### src/hw/rtl/prefix_policy_table_assert.svh
// Assertion macros for the prefix policy table.
`ifndef PREFIX_POLICY_TABLE_ASSERT_SVH
`define PREFIX_POLICY_TABLE_ASSERT_SVH
`ifndef SYNTHESIS
`define PPT_ASSERT(label, clk, rst_n, prop, msg) \
	label: assert property (@(posedge clk) disable iff (!rst_n) (prop)) else $error(msg);
`define PPT_ASSERT_NEXT(label, clk, rst_n, ante, cons, msg) \
	label: assert property (@(posedge clk) disable iff (!rst_n) (ante) |=> (cons)) else $error(msg);
`else
`define PPT_ASSERT(label, clk, rst_n, prop, msg)
`define PPT_ASSERT_NEXT(label, clk, rst_n, ante, cons, msg)
`endif
`endif

### src/hw/rtl/ppt_pkg.sv
// Shared types, codes and default tables for the prefix policy table.
package ppt_pkg;
	localparam int MaxPolicies = 16;
	localparam int IdxW = $clog2(MaxPolicies);
	localparam int CntW = $clog2(MaxPolicies + 1);
	localparam int DefCount = 6;

	localparam logic [3:0] OP_LOOKUP = 4'd0;
	localparam logic [3:0] OP_CREATE = 4'd1;
	localparam logic [3:0] OP_UPSERT = 4'd2;
	localparam logic [3:0] OP_SET = 4'd3;
	localparam logic [3:0] OP_DELETE = 4'd4;
	localparam logic [3:0] OP_GET_EXACT = 4'd5;
	localparam logic [3:0] OP_GET_FIRST = 4'd6;
	localparam logic [3:0] OP_GET_NEXT = 4'd7;
	localparam logic [3:0] OP_RESET = 4'd8;

	localparam logic [2:0] ST_OK = 3'd0;
	localparam logic [2:0] ST_INVALID = 3'd1;
	localparam logic [2:0] ST_DUPLICATE = 3'd2;
	localparam logic [2:0] ST_NOT_FOUND = 3'd3;
	localparam logic [2:0] ST_NO_MORE = 3'd4;
	localparam logic [2:0] ST_FULL = 3'd5;

	typedef struct packed {
		logic [63:0] hi;
		logic [63:0] lo;
		logic [7:0]  len;
		logic [31:0] prec;
		logic [31:0] lab;
	} policy_t;

	typedef struct packed {
		logic [3:0]  opcode;
		logic [63:0] addr_high;
		logic [63:0] addr_low;
		logic        is_ipv4;
		logic [7:0]  prefix_length;
		logic [31:0] new_precedence;
		logic [31:0] new_label;
	} req_t;

	typedef struct packed {
		logic [2:0]  status;
		logic [31:0] precedence;
		logic [31:0] label;
		logic [63:0] key_high;
		logic [63:0] key_low;
		logic [7:0]  key_length;
	} rsp_t;

	// controller -> datapath
	typedef struct packed {
		logic        load;
		logic        scan;
		logic        shift;
		logic        write_new;
		logic        write_data;
		logic        to_user;
		logic        to_defaults;
		logic        finish;
	} cmd_t;

	// datapath -> controller
	typedef struct packed {
		logic            scan_done;
		logic            found;
		logic            shift_done;
		logic            invalid;
		logic [3:0]      opcode;
		logic            defaults;
		logic            full;
	} sts_t;

	function automatic policy_t default_entry(input logic v4, input logic [2:0] i);
		policy_t p;
		p = '0;
		case (v4 ? 3'(i == 3'd0 ? 3'd4 : (i == 3'd1 ? 3'd0 : (i == 3'd2 ? 3'd1 :
			(i == 3'd3 ? 3'd2 : (i == 3'd4 ? 3'd3 : i))))) : i)
			3'd0: p = '{64'd0, 64'd1, 8'd128, 32'd50, 32'd0};
			3'd1: p = '{64'd0, 64'd0, 8'd0, 32'd40, 32'd1};
			3'd2: p = '{64'h2002000000000000, 64'd0, 8'd16, 32'd30, 32'd2};
			3'd3: p = '{64'd0, 64'd0, 8'd96, 32'd20, 32'd3};
			3'd4: p = '{64'd0, 64'h0000FFFF00000000, 8'd96, 32'd10, 32'd4};
			3'd5: p = '{64'h2001000000000000, 64'd0, 8'd32, 32'd5, 32'd5};
			default: p = '0;
		endcase
		if (v4) begin
			case (i)
				3'd0: begin p.prec = 32'd50; p.lab = 32'd0; end
				3'd1: begin p.prec = 32'd40; p.lab = 32'd1; end
				3'd2: begin p.prec = 32'd30; p.lab = 32'd2; end
				3'd3: begin p.prec = 32'd20; p.lab = 32'd3; end
				3'd4: begin p.prec = 32'd10; p.lab = 32'd4; end
				default: ;
			endcase
		end
		return p;
	endfunction

	function automatic logic [127:0] len_mask(input logic [7:0] len);
		logic [127:0] m;
		m = '1;
		if (len < 8'd128) begin
			m = ~(128'(~128'd0) >> len);
		end
		return m;
	endfunction
endpackage

### src/hw/rtl/ppt_ctrl.sv
// Controller state machine for the prefix policy table.
module ppt_ctrl import ppt_pkg::*; (
	input  logic clk,
	input  logic arst_n,
	input  logic in_valid,
	output logic in_ready,
	output logic out_valid,
	input  logic out_ready,
	input  sts_t sts,
	output cmd_t cmd
);
	localparam logic [2:0] S_IDLE = 3'd0;
	localparam logic [2:0] S_SCAN = 3'd1;
	localparam logic [2:0] S_DECIDE = 3'd2;
	localparam logic [2:0] S_SHIFT = 3'd3;
	localparam logic [2:0] S_DONE = 3'd4;

	logic [2:0] state_q, state_d;
	logic out_valid_q;

	assign out_valid = out_valid_q;
	assign in_ready = (state_q == S_IDLE) && (!out_valid_q || out_ready);

	always_comb begin
		state_d = state_q;
		cmd = '0;
		case (state_q)
			S_IDLE: begin
				if (in_valid && in_ready) begin
					cmd.load = 1'b1;
					state_d = S_SCAN;
				end
			end
			S_SCAN: begin
				cmd.scan = 1'b1;
				if (sts.scan_done) state_d = S_DECIDE;
			end
			S_DECIDE: begin
				state_d = S_DONE;
				if (!sts.invalid && (sts.opcode == OP_CREATE || sts.opcode == OP_UPSERT ||
					sts.opcode == OP_SET || sts.opcode == OP_DELETE)) begin
					if (sts.defaults) begin
						cmd.to_user = 1'b1;
						if (sts.opcode != OP_DELETE) cmd.write_new = 1'b1;
					end else if (!sts.found) begin
						if ((sts.opcode == OP_CREATE || sts.opcode == OP_UPSERT) && !sts.full)
							cmd.write_new = 1'b1;
					end else if (sts.opcode == OP_DELETE) begin
						state_d = S_SHIFT;
					end else if (sts.opcode != OP_CREATE) begin
						cmd.write_data = 1'b1;
					end
				end else if (sts.opcode == OP_RESET) begin
					cmd.to_defaults = 1'b1;
				end
			end
			S_SHIFT: begin
				cmd.shift = 1'b1;
				if (sts.shift_done) state_d = S_DONE;
			end
			S_DONE: begin
				if (!out_valid_q || out_ready) begin
					cmd.finish = 1'b1;
					state_d = S_IDLE;
				end
			end
			default: state_d = S_IDLE;
		endcase
	end

	always_ff @(posedge clk or negedge arst_n) begin
		if (!arst_n) begin
			state_q <= S_IDLE;
			out_valid_q <= 1'b0;
		end else begin
			state_q <= state_d;
			if (cmd.finish) out_valid_q <= 1'b1;
			else if (out_ready) out_valid_q <= 1'b0;
		end
	end
endmodule

### config.mk
export PLATFORM = sky130hd
export DESIGN_NAME = ppt_ctrl
export DESIGN_NICKNAME = d
export VERILOG_FILES = /design/src/hw/rtl/prefix_policy_table_assert.svh /design/src/hw/rtl/ppt_pkg.sv /design/src/hw/rtl/ppt_ctrl.sv
export SDC_FILE = /design/constraint.sdc
export NUM_CORES = 1
export LEC_CHECK = 0
export BUFFER_PORTS_ARGS = -buffer_cell sky130_fd_sc_hd__buf_2
export CORE_AREA = 2 2 39 41
export DETAILED_ROUTE_END_ITERATION = 10
export DIE_AREA = 0 0 41 43
export PLACE_DENSITY_LB_ADDON = 0.12
export SETUP_SLACK_MARGIN = 0.4
export SLEW_MARGIN = 30
export SYNTH_ARGS = -nofsm -noshare
export SYNTH_HDL_FRONTEND = slang
export SYNTH_SLANG_ARGS = --single-unit
### constraint.sdc
create_clock -name clk -period 1.7 [get_ports clk]
set_input_delay 0.34 -clock clk [delete_from_list [all_inputs] [get_ports clk]]
set_output_delay 0.34 -clock clk [all_outputs]
set_load 0.05 [all_outputs]
# Yosys cells after proc, flatten, opt, wreduce, memory -nomap -nowiden
# Cells that the tools add are included.
op_classes:
  n_eq_ne: 15
  muxes: 30
  reduce_logical: 14
op_table:
  columns: ["operator", "n"]
  rows:
  - ["2-to-1 mux 3 bit", 9]
  - ["2-to-1 mux 1 bit", 19]
  - ["one-hot mux 3 bit (5 select lines)", 1]
  - ["equality test 4 x 2 -> 1 bit, second input constant", 2]
  - ["equality test 3 x 2 -> 1 bit, second input constant", 2]
  - ["inequality test 2 bit, second input constant", 3]
  - ["equality test 4 x 1 -> 1 bit, second input constant", 1]
  - ["equality test 4 x 3 -> 1 bit, second input constant", 1]
  - ["equality test 4 bit, second input constant", 1]
  - ["logical AND 1 bit", 4]
  - ["logical OR 1 bit", 4]
  - ["2-to-1 mux 4 bit", 1]
  - ["inequality test 4 x 1 -> 1 bit, second input constant", 1]
  - ["inequality test 4 x 3 -> 1 bit, second input constant", 1]
  - ["AND reduction 4 bit", 1]
  - ["equality test 3 x 1 -> 1 bit, second input constant", 1]
  - ["equality test 3 bit, second input constant", 1]
  - ["zero test 1 bit", 3]
  - ["zero test 3 bit", 1]
  - ["inequality test 2 x 1 -> 1 bit, second input constant", 1]
  - ["nonzero test 2 bit", 1]
word_totals:
  input_bits: 14
  out_inout_bits: 10
  wordCells: 61
  ff_bits: 4

# Longest topological paths before layout
depth:
  ltp_word: 8
  ltp_mapped: 3
  ltp_nobuf: 3

# Worst setup path before layout
# No wires, ideal clock.
synth_timing:
  path_type: "register to output"
  from: "register state_q[2]"
  to: "output cmd[2] in the netlist's numbering"
  arrival_time_ns: 1.751
  n_path_buf: 0
  setup_slack_ns: -0.391
  path_stages_with_launch: 3
  t_required_ns: 1.360
  path_cell_list: "dfrtp_1 > nand2b_1 > nor3_1"
synth_rtl:
  columns: ["element", "line", "rtl"]
  rows:
  - ["start, declared", "ppt_ctrl.sv:18", "logic [2:0] state_q, state_d;"]
  - ["start signal, assigned", "ppt_ctrl.sv:76", "state_q <= state_d;"]
  - ["end, declared", "ppt_ctrl.sv:10", "output cmd_t cmd"]

==> results.json <==
{
  "p_leak_nw": 0.352,
  "area_growth_pct": 118,
  "crit_type": "reg2out",
  "drt-initial-drc-count": 2,
  "max_freq_mhz": 593,
  "vias_per_cell": 4.68,
  "dpl.hpwl_um": 862,
  "cts_tree": "yes",
  "r2r_start": "state_q[1]$_DFFE_PN0P_",
  "grt_util_all_layers_pct": 14.4,
  "wl_per_cell_um": 11.7,
  "holdPathStages": 3,
  "ys_warn_count": 0,
  "synth-main-ff-cell": "dfrtp_1",
  "timing.slew.headroom_pct": 83.5,
  "synth_edf_count": 0,
  "synth.avg_cell_area_um2": 8.76,
  "cts_buffer_depth": 2,
  "drc": 0,
  "reg2reg_slack_ns": 0.37,
  "cts_made_buffers": 3,
  "grt_pass1_vias": 432,
  "grt_overflow_total": 0,
  "num-fill-cells": 136,
  "regToRegEndpoint": "state_q[0]$_DFFE_PN0P_",
  "maxCapViolCount": 0,
  "hp-class": "in2reg",
  "yosysMostFrequentCell": "nor2_1",
  "worst_setup_path_end_kind": "output pin",
  "tns_ns": 0,
  "final_area_um2": 744,
  "min_period_ns": 1.69,
  "syn_area_um2": 342,
  "worstSkewPairLatency_ns": 0.24,
  "irDropWorstVdd_mv": 0.579,
  "yosys.area.top_type": "dfrtp_1",
  "min_to": "out_valid$_DFFE_PN0P_",
  "fin_ws_ns": 0.0141,
  "required_ns": 1.36,
  "synth.distinct_cells": 21,
  "arrival_ns": 1.35,
  "ys_top_cells_by_count": "nor2_1 (5), dfrtp_1 (4), nand2_1 (4)",
  "portBuffers": 23,
  "r2r_cells": 4,
  "design.portCount": 24,
  "drv_slew": 0,
  "critPathMaxFanout": 5,
  "place.gp.congestion": 0.730,
  "antenna_found_initial": 0,
  "final_core_util_pct": 53.8,
  "dr.pass1.iters": 3,
  "layout.nets": 90,
  "synthCells": 39,
  "ctsHtreeMaxLevel": 1,
  "setup.worst_path.start_class": "flop",
  "synth.area.top_cells": "dfrtp_1 (29%), nor4b_4 (7.0%), and3_1 (5.5%)",
  "post-place-ws_ns": -0.0603,
  "whs_ns": 0.395,
  "ys_seq_elements": 4,
  "async_flop_share_pct": 100,
  "rsz0062_at_grt": "true",
  "yosys.area.top_type_share_pct": 29.3,
  "finalWirelength_um": 1060,
  "timing_hold_violations_final": 0,
  "hold_start": "out_ready",
  "num_vias": 426,
  "grt_pass1_wl_um": 1750,
  "die_area_um2": 1760,
  "clock_skew_ns": 0.000900,
  "place_area_um2": 612,
  "start_util_pct": 24.7,
  "drtAntennaViolNets": 0,
  "synthesis.nets": 53,
  "cts.sinks": 4,
  "drive_above_1_share_pct": 78.7,
  "tightestPinTransition_ns": 0.249,
  "fin_crit_sh_pct": 99.2,
  "grt_max_degree": 8,
  "clkSlewWorstSetupHoldPaths_ns": 0.04,
  "seq_area_frac_synth_pct": 29.3,
  "cts_root_buf": "clkbuf_4",
  "setup_viol": 0,
  "fp.dieH_um": 43,
  "power_density_nw_per_um2": 1540,
  "rows": 14,
  "coreArea_um2": 1380,
  "status": "finished clean",
  "fp.dieW_um": 41,
  "n_antenna_cell": 0
}
[sequential cells by signal, summed over array words and instances (netlist names)]
| register | count |
|---|---|
| state_q | 3 |
| out_valid | 1 |
[worst max-delay path, cell delays in order (launching register included)]
cell	delay (ns)
dfrtp_2	0.46
nor3_4	0.24
and4bb_4	0.27
buf_8	0.14
[metal layers]
layer,wire [µm],up-vias,track usage (%)
met5,0,-,0
met4,0,0,6.00
met3,41,0,1.57
met2,601,10,24.4
met1,420,199,17.1
li1,-,217,-
[logic make-up after synthesis]
logic type	share of synthesized area, %
simple gates	49.1
compound gates	13.6
xor+xnor	2.56
buf+inv	2.20
flops	29.3
mux	3.30
[metrics by stage]
stage / total power, mW / cells
2_1_floorplan: 0.717 / 39
3_3_place_gp: 0.898 / 85
3_5_place_dp: 0.896 / 85
4_1_cts: 1.13 / 90
5_1_grt: 1.22 / 91
6_report: 1.15 / 91
[worst max path at each step]
stage	from	to	slack, ns
2_1_floorplan	state_q[2]$_DFFE_PN0P_	cmd[4]	0.21
3_3_place_gp	sts[5]	cmd[4]	-0.02
3_5_place_dp	sts[5]	cmd[4]	-0.06
4_1_cts	state_q[2]$_DFFE_PN0P_	cmd[4]	-0.007
5_1_grt	state_q[0]$_DFFE_PN0P_	cmd[7]	-0.05
6_report	state_q[0]$_DFFE_PN0P_	cmd[4]	0.01
[power by group]
part           switching [mW]  internal (mW)  total [mW]
registers              0.0600          0.146       0.206
logic                   0.494          0.318       0.811
clock network          0.0435         0.0884       0.132
[layout make-up]
type	instances	area [µm²]	share of cell area (%)
multi-input cells	33	328	44.0
repair buffers	32	253	33.9
flip-flops and latches	4	105	14.1
clock buffers	4	26.3	3.53
well taps	16	20.0	2.69
inverters	2	12.5	1.68
[layout by cell type (no fill, tap or decap), drive strengths merged]
cell type / instances
clkbuf: 4
nand2: 4
a311oi: 1
dlygate4sd3: 1
o2bb2ai: 1
inv: 2
nor4b: 1
mux2: 1
and3: 3
xor2: 1
nor4: 1
nand3: 1
nor2: 5
dfrtp: 4
o211ai: 1
a21oi: 2
nand2b: 3
and4bb: 1
nor2b: 1
nand4: 1
nor3: 3
nand4b: 1
buf: 31
or3: 1
[repair_timing]
action	in CTS	in global routing
pin swaps	0	3
endpoints found under the hold margin	4	0
setup buffers	0	1
setup endpoints to repair	10	11
hold buffers	1	0
resized for setup	25	2
No activity file was read; power rests on OpenSTA's default activity.
